$ cat src/rtl/core/hold_to_ramp_dimmer_unit_macros.svh
// assertion helpers shared by the ramp dimmer rtl
`ifndef HOLD_TO_RAMP_DIMMER_UNIT_MACROS_SVH
`define HOLD_TO_RAMP_DIMMER_UNIT_MACROS_SVH

// same-cycle implication, checked outside reset
`define HTRD_ASSERT_NOW(label, ante, cons) \
   label: assert property (@(posedge clock) disable iff (reset) (ante) |-> (cons)) \
      else $error("ramp dimmer check failed");

// next-cycle implication, checked outside reset
`define HTRD_ASSERT_NEXT(label, ante, cons) \
   label: assert property (@(posedge clock) disable iff (reset) (ante) |=> (cons)) \
      else $error("ramp dimmer check failed");

`endif

$ cat src/rtl/core/htrd_pkg.sv
`default_nettype none

package htrd_pkg;

   localparam logic [7:0]  STEP_DIVIDER    = 8'd4;
   localparam logic [12:0] SINGLE_CELL_CAP = 13'd1800;
   localparam logic [5:0]  IDLE_SAVE_TICKS = 6'd32;
   localparam logic [2:0]  BLINK_TICKS     = 3'd4;
   localparam logic [12:0] FLOOR_BLINK_MA  = 13'd30;

   localparam logic [12:0] RESET_CEILING = 13'd1800;
   localparam logic [12:0] RESET_FLOOR   = 13'd550;
   localparam logic [12:0] RESET_RATED   = 13'd3000;
   localparam logic [12:0] RESET_LEVEL   = 13'd550;

   // operation codes
   localparam logic [1:0] OP_KEY_SAMPLE = 2'd0;
   localparam logic [1:0] OP_TICK       = 2'd1;
   localparam logic [1:0] OP_ENTER      = 2'd2;

   // register indexes
   localparam logic [1:0] CSR_DUAL_CELL_MODE     = 2'd0;
   localparam logic [1:0] CSR_RAMP_CEILING       = 2'd1;
   localparam logic [1:0] CSR_RAMP_FLOOR         = 2'd2;
   localparam logic [1:0] CSR_MODE_RATED_CURRENT = 2'd3;

   typedef struct packed {
      logic [1:0]  operation;
      logic        key_hold_up;
      logic        key_hold_down;
      logic [12:0] gear_limit;
   } req_type;

   typedef struct packed {
      logic [12:0] drive_current;
      logic        save_request;
      logic        limit_blink;
   } rsp_type;

   typedef struct packed {
      logic        dual_cell_mode;
      logic [12:0] ramp_ceiling;
      logic [12:0] ramp_floor;
      logic [12:0] mode_rated_current;
   } cfg_type;

   // post-update view of the state that shapes the drive current
   typedef struct packed {
      logic [12:0] ramp_level;
      logic [2:0]  blink_timer;
      logic        at_top_flag;
   } view_type;

endpackage

`default_nettype wire

$ cat src/rtl/core/htrd_state.sv
`default_nettype none

`include "hold_to_ramp_dimmer_unit_macros.svh"

module htrd_state
   import htrd_pkg::*;
(
   input  wire logic    clock,
   input  wire logic    reset,
   input  wire logic    step_en,
   input  wire req_type item,
   input  wire cfg_type cfg,
   output view_type     view,
   output logic         save_request
);

   logic [12:0] ramp_level_ff, ramp_level_in;
   logic [7:0]  step_divider_ff, step_divider_in;
   logic        key_latched_ff, key_latched_in;
   logic        at_top_flag_ff, at_top_flag_in;
   logic [2:0]  blink_timer_ff, blink_timer_in;
   logic [5:0]  idle_save_timer_ff, idle_save_timer_in;
   logic        wait_release_ff, wait_release_in;

   logic        press;
   logic [12:0] limit_base;
   logic [12:0] limit;
   logic [12:0] level_clamped;
   logic [2:0]  blink_dec;

   assign press      = item.key_hold_up | item.key_hold_down;
   assign limit_base = cfg.dual_cell_mode ? item.gear_limit : SINGLE_CELL_CAP;
   assign limit      = (cfg.ramp_ceiling < limit_base) ? cfg.ramp_ceiling : limit_base;
   // a press snaps an over-limit level down when the limit sits below rated
   assign level_clamped = ((limit < cfg.mode_rated_current) && press && (ramp_level_ff > limit))
                        ? limit : ramp_level_ff;
   assign blink_dec = blink_timer_ff - 3'd1;

   always_comb begin
      ramp_level_in      = ramp_level_ff;
      step_divider_in    = step_divider_ff;
      key_latched_in     = key_latched_ff;
      at_top_flag_in     = at_top_flag_ff;
      blink_timer_in     = blink_timer_ff;
      idle_save_timer_in = idle_save_timer_ff;
      wait_release_in    = wait_release_ff;
      save_request       = 1'b0;

      case (item.operation)
         OP_KEY_SAMPLE: begin
            if (wait_release_ff) begin
               blink_timer_in = 3'd0;
               if (!press) begin
                  wait_release_in = 1'b0;
               end
            end else begin
               ramp_level_in = level_clamped;
               if (item.key_hold_up && !key_latched_ff) begin
                  if (step_divider_ff != 8'd0) begin
                     step_divider_in = step_divider_ff - 8'd1;
                  end else begin
                     if (level_clamped < limit) begin
                        ramp_level_in = level_clamped + 13'd1;
                     end else begin
                        at_top_flag_in = 1'b1;
                        blink_timer_in = BLINK_TICKS;
                        ramp_level_in  = limit;
                        key_latched_in = 1'b1;
                     end
                     step_divider_in = STEP_DIVIDER;
                  end
               end else if (item.key_hold_down && !key_latched_ff) begin
                  if (step_divider_ff != 8'd0) begin
                     step_divider_in = step_divider_ff - 8'd1;
                  end else begin
                     if (level_clamped > cfg.ramp_floor) begin
                        ramp_level_in = level_clamped - 13'd1;
                     end else begin
                        at_top_flag_in = 1'b0;
                        blink_timer_in = BLINK_TICKS;
                        ramp_level_in  = cfg.ramp_floor;
                        key_latched_in = 1'b1;
                     end
                     step_divider_in = STEP_DIVIDER;
                  end
               end else if (!press && key_latched_ff) begin
                  key_latched_in  = 1'b0;
                  step_divider_in = STEP_DIVIDER;
               end

               if (press) begin
                  idle_save_timer_in = IDLE_SAVE_TICKS;
               end else if (idle_save_timer_ff == 6'd1) begin
                  idle_save_timer_in = 6'd0;
                  save_request       = 1'b1;
               end
            end
         end
         OP_TICK: begin
            if (idle_save_timer_ff > 6'd1) begin
               idle_save_timer_in = idle_save_timer_ff - 6'd1;
            end
            if (blink_timer_ff != 3'd0) begin
               blink_timer_in = blink_dec;
               if (blink_dec == 3'd0) begin
                  at_top_flag_in = 1'b0;
               end
            end
         end
         OP_ENTER: begin
            wait_release_in = 1'b1;
         end
         default: begin
         end
      endcase
   end

   assign view.ramp_level  = ramp_level_in;
   assign view.blink_timer = blink_timer_in;
   assign view.at_top_flag = at_top_flag_in;

   always_ff @(posedge clock) begin
      if (reset) begin
         ramp_level_ff      <= RESET_LEVEL;
         step_divider_ff    <= STEP_DIVIDER;
         key_latched_ff     <= 1'b0;
         at_top_flag_ff     <= 1'b0;
         blink_timer_ff     <= 3'd0;
         idle_save_timer_ff <= 6'd0;
         wait_release_ff    <= 1'b0;
      end else if (step_en) begin
         ramp_level_ff      <= ramp_level_in;
         step_divider_ff    <= step_divider_in;
         key_latched_ff     <= key_latched_in;
         at_top_flag_ff     <= at_top_flag_in;
         blink_timer_ff     <= blink_timer_in;
         idle_save_timer_ff <= idle_save_timer_in;
         wait_release_ff    <= wait_release_in;
      end
   end

   `HTRD_ASSERT_NOW(a_blink_bounded, 1'b1, blink_timer_ff <= BLINK_TICKS)
   `HTRD_ASSERT_NOW(a_idle_bounded, 1'b1, idle_save_timer_ff <= IDLE_SAVE_TICKS)
   `HTRD_ASSERT_NEXT(a_save_clears_idle, step_en && save_request, idle_save_timer_ff == 6'd0)

endmodule

`default_nettype wire

$ cat src/rtl/core/htrd_drive.sv
`default_nettype none

module htrd_drive
   import htrd_pkg::*;
(
   input  wire view_type          view,
   input  wire cfg_type           cfg,
   output logic [12:0]            drive_current,
   output logic                   limit_blink
);

   logic [12:0] capped;
   logic [12:0] shaped;

   assign capped = (view.ramp_level > cfg.ramp_ceiling) ? cfg.ramp_ceiling : view.ramp_level;

   // blink window: quarter current at the ceiling, fixed low current at the floor
   always_comb begin
      shaped = capped;
      if (view.blink_timer != 3'd0) begin
         shaped = view.at_top_flag ? (capped >> 2) : FLOOR_BLINK_MA;
      end
   end

   assign drive_current = (!cfg.dual_cell_mode && (shaped > SINGLE_CELL_CAP))
                        ? SINGLE_CELL_CAP : shaped;
   assign limit_blink   = (view.blink_timer != 3'd0);

endmodule

`default_nettype wire

$ cat src/rtl/core/hold_to_ramp_dimmer_unit.sv
`default_nettype none

`include "hold_to_ramp_dimmer_unit_macros.svh"

// Hold-to-ramp dimmer. Each request (key sample, timer tick or ramp entry)
// produces exactly one response carrying the drive current target, a one-shot
// save request and the limit blink flag. A request is captured in an input
// register; the state update and the output shaping then run as one short
// compare/increment path into the response register. Throughput is one request
// per clock while the response register is not stalled. The only stall is a full
// response register that is not being taken, which holds the input register and
// drops req_ready. Configuration writes are accepted every cycle (csr_ready is
// tied high) and take effect on the next request; they are meant to be issued
// while no request is in flight.
module hold_to_ramp_dimmer_unit
   import htrd_pkg::*;
(
   input  wire logic        clock,
   input  wire logic        reset,

   input  wire logic        req_valid,
   output logic             req_ready,
   input  wire req_type     req_data,

   output logic             rsp_valid,
   input  wire logic        rsp_ready,
   output rsp_type          rsp_data,

   input  wire logic        csr_valid,
   output logic             csr_ready,
   input  wire logic [1:0]  csr_index,
   input  wire logic [12:0] csr_data
);

   // configuration registers
   cfg_type cfg_ff;

   // input stage
   logic    req_valid_ff, req_valid_in;
   req_type req_data_ff;

   // response stage
   logic    rsp_valid_ff, rsp_valid_in;
   rsp_type rsp_data_ff, rsp_data_in;

   logic     step_en;
   logic     save_request;
   view_type view;

   // the captured request moves on when the response slot is free or draining
   assign step_en   = req_valid_ff && (!rsp_valid_ff || rsp_ready);
   assign req_ready = !req_valid_ff || step_en;
   assign csr_ready = 1'b1;

   assign req_valid_in = (req_valid && req_ready) || (req_valid_ff && !step_en);
   assign rsp_valid_in = step_en || (rsp_valid_ff && !rsp_ready);

   always_ff @(posedge clock) begin
      if (reset) begin
         cfg_ff.dual_cell_mode     <= 1'b0;
         cfg_ff.ramp_ceiling       <= RESET_CEILING;
         cfg_ff.ramp_floor         <= RESET_FLOOR;
         cfg_ff.mode_rated_current <= RESET_RATED;
      end else if (csr_valid) begin
         case (csr_index)
            CSR_DUAL_CELL_MODE:     cfg_ff.dual_cell_mode     <= csr_data[0];
            CSR_RAMP_CEILING:       cfg_ff.ramp_ceiling       <= csr_data;
            CSR_RAMP_FLOOR:         cfg_ff.ramp_floor         <= csr_data;
            CSR_MODE_RATED_CURRENT: cfg_ff.mode_rated_current <= csr_data;
            default: begin
            end
         endcase
      end
   end

   // handshake state
   always_ff @(posedge clock) begin
      if (reset) begin
         req_valid_ff <= 1'b0;
         rsp_valid_ff <= 1'b0;
      end else begin
         req_valid_ff <= req_valid_in;
         rsp_valid_ff <= rsp_valid_in;
      end
   end

   // payload registers, no reset needed
   always_ff @(posedge clock) begin
      if (req_valid && req_ready) begin
         req_data_ff <= req_data;
      end
      if (step_en) begin
         rsp_data_ff <= rsp_data_in;
      end
   end

   // ramp state machine and its update
   htrd_state u_state (
      .clock        (clock),
      .reset        (reset),
      .step_en      (step_en),
      .item         (req_data_ff),
      .cfg          (cfg_ff),
      .view         (view),
      .save_request (save_request)
   );

   // drive current shaping from the updated state
   htrd_drive u_drive (
      .view          (view),
      .cfg           (cfg_ff),
      .drive_current (rsp_data_in.drive_current),
      .limit_blink   (rsp_data_in.limit_blink)
   );

   assign rsp_data_in.save_request = save_request;

   assign rsp_valid = rsp_valid_ff;
   assign rsp_data  = rsp_data_ff;

   // a stalled response slot keeps its contents
   `HTRD_ASSERT_NEXT(a_rsp_held, rsp_valid_ff && !rsp_ready, rsp_valid_ff && $stable(rsp_data_ff))
   // a captured request is never dropped while stalled
   `HTRD_ASSERT_NEXT(a_req_kept, req_valid_ff && !step_en, req_valid_ff && $stable(req_data_ff))
   // every advance lands in the response slot
   `HTRD_ASSERT_NEXT(a_step_lands, step_en, rsp_valid_ff)

endmodule

`default_nettype wire

$ cat config.mk
export PLATFORM = sky130hd
export DESIGN_NAME = hold_to_ramp_dimmer_unit
export DESIGN_NICKNAME = d
export VERILOG_FILES = /design/src/rtl/core/htrd_pkg.sv /design/src/rtl/core/htrd_state.sv /design/src/rtl/core/htrd_drive.sv /design/src/rtl/core/hold_to_ramp_dimmer_unit.sv
export VERILOG_INCLUDE_DIRS = /design/src /design/src/rtl/core
export SDC_FILE = /design/constraint.sdc
export NUM_CORES = 1
export LEC_CHECK = 0
export ABC_AREA = 0
export BUFFER_PORTS_ARGS = -buffer_cell sky130_fd_sc_hd__buf_4
export CAP_MARGIN = 30
export CELL_PAD_IN_SITES_DETAIL_PLACEMENT = 0
export CELL_PAD_IN_SITES_GLOBAL_PLACEMENT = 1
export CORE_UTILIZATION = 40
export CTS_CLUSTER_SIZE = 10
export DETAILED_ROUTE_END_ITERATION = 8
export PLACE_DENSITY = 0.77
export SLEW_MARGIN = 40
export SYNTH_ARGS = -nofsm -noshare
export SYNTH_HDL_FRONTEND = slang
export SYNTH_HIERARCHICAL = 1
export SYNTH_SLANG_ARGS = --single-unit
$ cat constraint.sdc
create_clock -name clock -period 12.6 [get_ports clock]
set_input_delay 1.26 -clock clock [delete_from_list [all_inputs] [get_ports clock]]
set_output_delay 1.26 -clock clock [all_outputs]
set_load 0.02 [all_outputs]
==> flow_summary.toml <==
[place]
post-place-ws_ns = 1.083
dpl.cell_count = 1590
numPortBuffers = 53
gp_congestion = 0.9870
dp_hpwl_um = 25430

[timing]
period_share = 0.9301
fin_ws_ns = 0.8801
max_freq_ghz = 0.08533
setup_viol = 0
relSlewSlack = 0.4342
tightest_slew_ns = 0.8456
final_max_slew_viol_count = 0
finClkSkew_ns = 0.009786
fin_tns_setup_ns = 0
rsz0062_at_grt = "no"
timing.final.hold_violations = 0
period_minus_slack_ns = 11.72

[synth]
synthMuxAreaShare = 0.07020
synth-simple-area-share = 0.2725
avgSynthCellArea_um2 = 7.667
syn_nets = 1358
synthArstFlopShare = 0
synth_compound_area_frac = 0.2320
yosys.area.top_type_share = 0.1554
synth.area.top_cells = "dfxtp_1, edfxtp_1, ha_1"
yosys.area_share.xor_xnor = 0.01904
synth_area_um2 = 9661
syn_inst = 1260
synth_adder_area_share = 0.08211
yosysUniqueCellTypes = 90
synth_top_family_by_area = "simple AND/OR/NAND/NOR gates"
synth-warning-count = 6
synth_edf_count = 32
synth-seq-cells = 107
synth_area_leader_cell = "dfxtp_1"
synth-seq-area-share = 0.2549
synth_top_flop_cell = "dfxtp_1"

[pwr]
p_seq_frac = 0.407
p_int_uw = 607.9
p_comb_frac = 0.288
swShare = 0.3584
p_clk_frac = 0.304
leakagePower_nw = 4.292
p_per_area_nw_per_um2 = 89.00
p_sw_uw = 339.6
ir_drop_mv = 0.05088

[clock_network]
root_buffer = "clkbuf_16"
path_clk_slew_ns = 0.08
numCtsBuffers = 9
postCtsHoldBufs = 0
max-clock-path-buffers = 2
cts_tree = "done"
cts_max_level = 3
cts.sinks = 107
clock_latency_ns = 0.36

[grt]
grt_usage = 0.2755
grt_pass1_vias = 9017
gr-total-overflow = 0
grt_max_degree = 82
grt_antenna_before_repair = 0
grt_pass1_wl_um = 52040

[route]
ant_nets = 0
drt_iter0_markers = 1012
vias_per_cell = 6.046
wirelength_um = 33550
first_pass_iters = 6
post_drt_wl_per_cell_um = 20.89
vias = 9710
drc_errors = 0

[setup_path]
critPathCapture = "rsp_data[6]"
worst-setup-path-type = "reg2reg"
cp-start-kind = "register"
required_ns = 12.70
r2r_end = "rsp_data[6]"
max_stage_delay_ns = 0.80
rrSetupSlack_ns = 0.88
endpoint_kind = "register"
cp_slowest_cell = "or4_1"
path_max_fanout = 20
path_common_cell = "ha_1"
cp-startpoint = "cfg_ff[39]"
crit_arrival_ns = 11.82
reg2reg_from = "cfg_ff[39]"
ff2ff_path_depth = 39

[job]
maxCapViolations = 0

[floorplan]
die-height_um = 157.4
ios = 55
dieWidth_um = 157.4
die-area_um2 = 24780
core_um2 = 23610
num_rows = 56
start_util = 0.4091

[finish]
areaGrowthSynthToFinish_pct = 10.21
seq_area_um2 = 2462
final_nets = 1380
diodes = 0
multi_input_area_um2 = 6559
fill_cells = 2388
drive_gt1_frac = 0.1127
final_cells = 1606

[worst_hold_path]
hold_class = "reg2reg"
worstHoldStart = "req_valid_ff"
whs_path_depth = 2

[run_status]
status = "finished, final reports clean"
==> power by group through the flow <==
stage               Sequential, mW  Clock (mW)  Combinational, mW
finish                       0.386       0.288              0.273
global route                 0.388       0.307              0.294
floorplan                    0.390           0              0.191
detailed placement           0.393           0              0.265
CTS                          0.386       0.292              0.267
global placement             0.393           0              0.265
==> how the worst min path moves through the flow <==
stage,end,slack [ns]
2_1_floorplan,rsp_valid,0.43
3_3_place_gp,rsp_valid,0.44
3_5_place_dp,rsp_valid,0.46
4_1_cts,rsp_valid,0.47
5_1_grt,rsp_valid,0.50
6_report,rsp_valid,0.46
==> cell type report <==
type	count	area share
sequential	107	0.2313
timing repair buffer	87	0.06252
tap	319	0.03749
multi-input combinational	1004	0.6161
clock inverter	6	0.005406
inverter	73	0.02574
clock buffer	10	0.02151
==> cell usage after synthesis (5+ instances only) <==
library cell and number:
a211o_1 7, a211oi_1 17, a21boi_0 7, a21o_1 15, a21oi_1 79, a221oi_1 6, a22oi_1 11, a31oi_1 16
and2_1 8, and3_1 11, buf_2 19, buf_4 6, buf_6 8, clkbuf_1 41, dfxtp_1 75, edfxtp_1 32
ha_1 61, inv_1 71, mux2_2 5, mux2i_1 61, nand2_1 117, nand2b_1 52, nand3_1 54, nand3b_1 9
nand4_1 11, nor2_1 134, nor2b_1 11, nor3_1 51, nor3b_1 6, nor4_1 8, o2111ai_1 5, o211ai_1 10
o21a_1 9, o21ai_0 48, o21ai_1 16, o221ai_1 10, o22ai_1 10, o31ai_1 7, or2_2 9, or3_1 11
or4_1 6, xnor2_1 16, xor2_1 5
==> placed cells by master, fill, tap and decap left out, types with 17 or more instances in the layout <==
master,count
a211oi_1,17
nand3_1,54
dfxtp_1,75
nor3_1,49
mux2i_1,61
edfxtp_1,32
buf_4,86
nand2_1,117
a21oi_1,78
nor2_1,134
inv_1,71
nand2b_1,52
o21ai_0,48
ha_1,61
==> layer usage <==
layer	wire, um	up-vias	share of wire	global-route usage
met2	14590	477	0.43	0.4282
met5	0	-	0	0
li1	-	4654	-	-
met1	15140	4489	0.45	0.3766
met4	1301	0	0.039	0.1160
met3	2516	90	0.075	0.04240
==> state kept, by name, summed over array words and instances (netlist names) <==
name	cells
req_data_ff	17
u_state/at_top_flag_ff	1
u_state/ramp_level_ff	13
req_valid_ff	1
u_state/step_divider_ff	8
rsp_data	15
u_state/key_latched_ff	1
u_state/idle_save_timer_ff	6
cfg_ff	40
rsp_valid	1
u_state/blink_timer_ff	3
u_state/wait_release_ff	1
==> critical path, delay by kind of cell (launching register included) <==
family	cells	cell delay, ns
AOI/OAI and AO/OA	18	4.37
and+or+nand+nor	12	3.75
adders and majority gates	4	1.32
buffers and inverters	4	0.89
DFF	1	0.73
muxes	1	0.35
==> through the flow <==
step | total power [mW] | cell area, um2 | hold WS [ns] | utilization
4_1_cts | 0.9445 | 10640 | 0.4659 | 0.4507
3_3_place_gp | 0.6581 | 10350 | 0.4450 | 0.4383
3_5_place_dp | 0.6585 | 10350 | 0.4602 | 0.4385
6_report | 0.9476 | 10650 | 0.4650 | 0.4509
5_1_grt | 0.9884 | 10650 | 0.5023 | 0.4509
2_1_floorplan | 0.5809 | 9661 | 0.4342 | -
==> cells by family (layout without fill, tap and decap cells) <==
family	after synthesis	count (layout)
compound gates	328	328
xor+xnor	21	21
fa+ha+maj	64	64
buf+inv	149	176
flops	107	107
mux	67	67
other cells	1	1
simple gates	523	523
==> repair_timing <==
item / in CTS / in global routing
setup buffers: 0 / 0
gates resized for setup: 0 / 1
endpoints found under the setup margin: 0 / 3
Power figures use the tool's default switching activity.
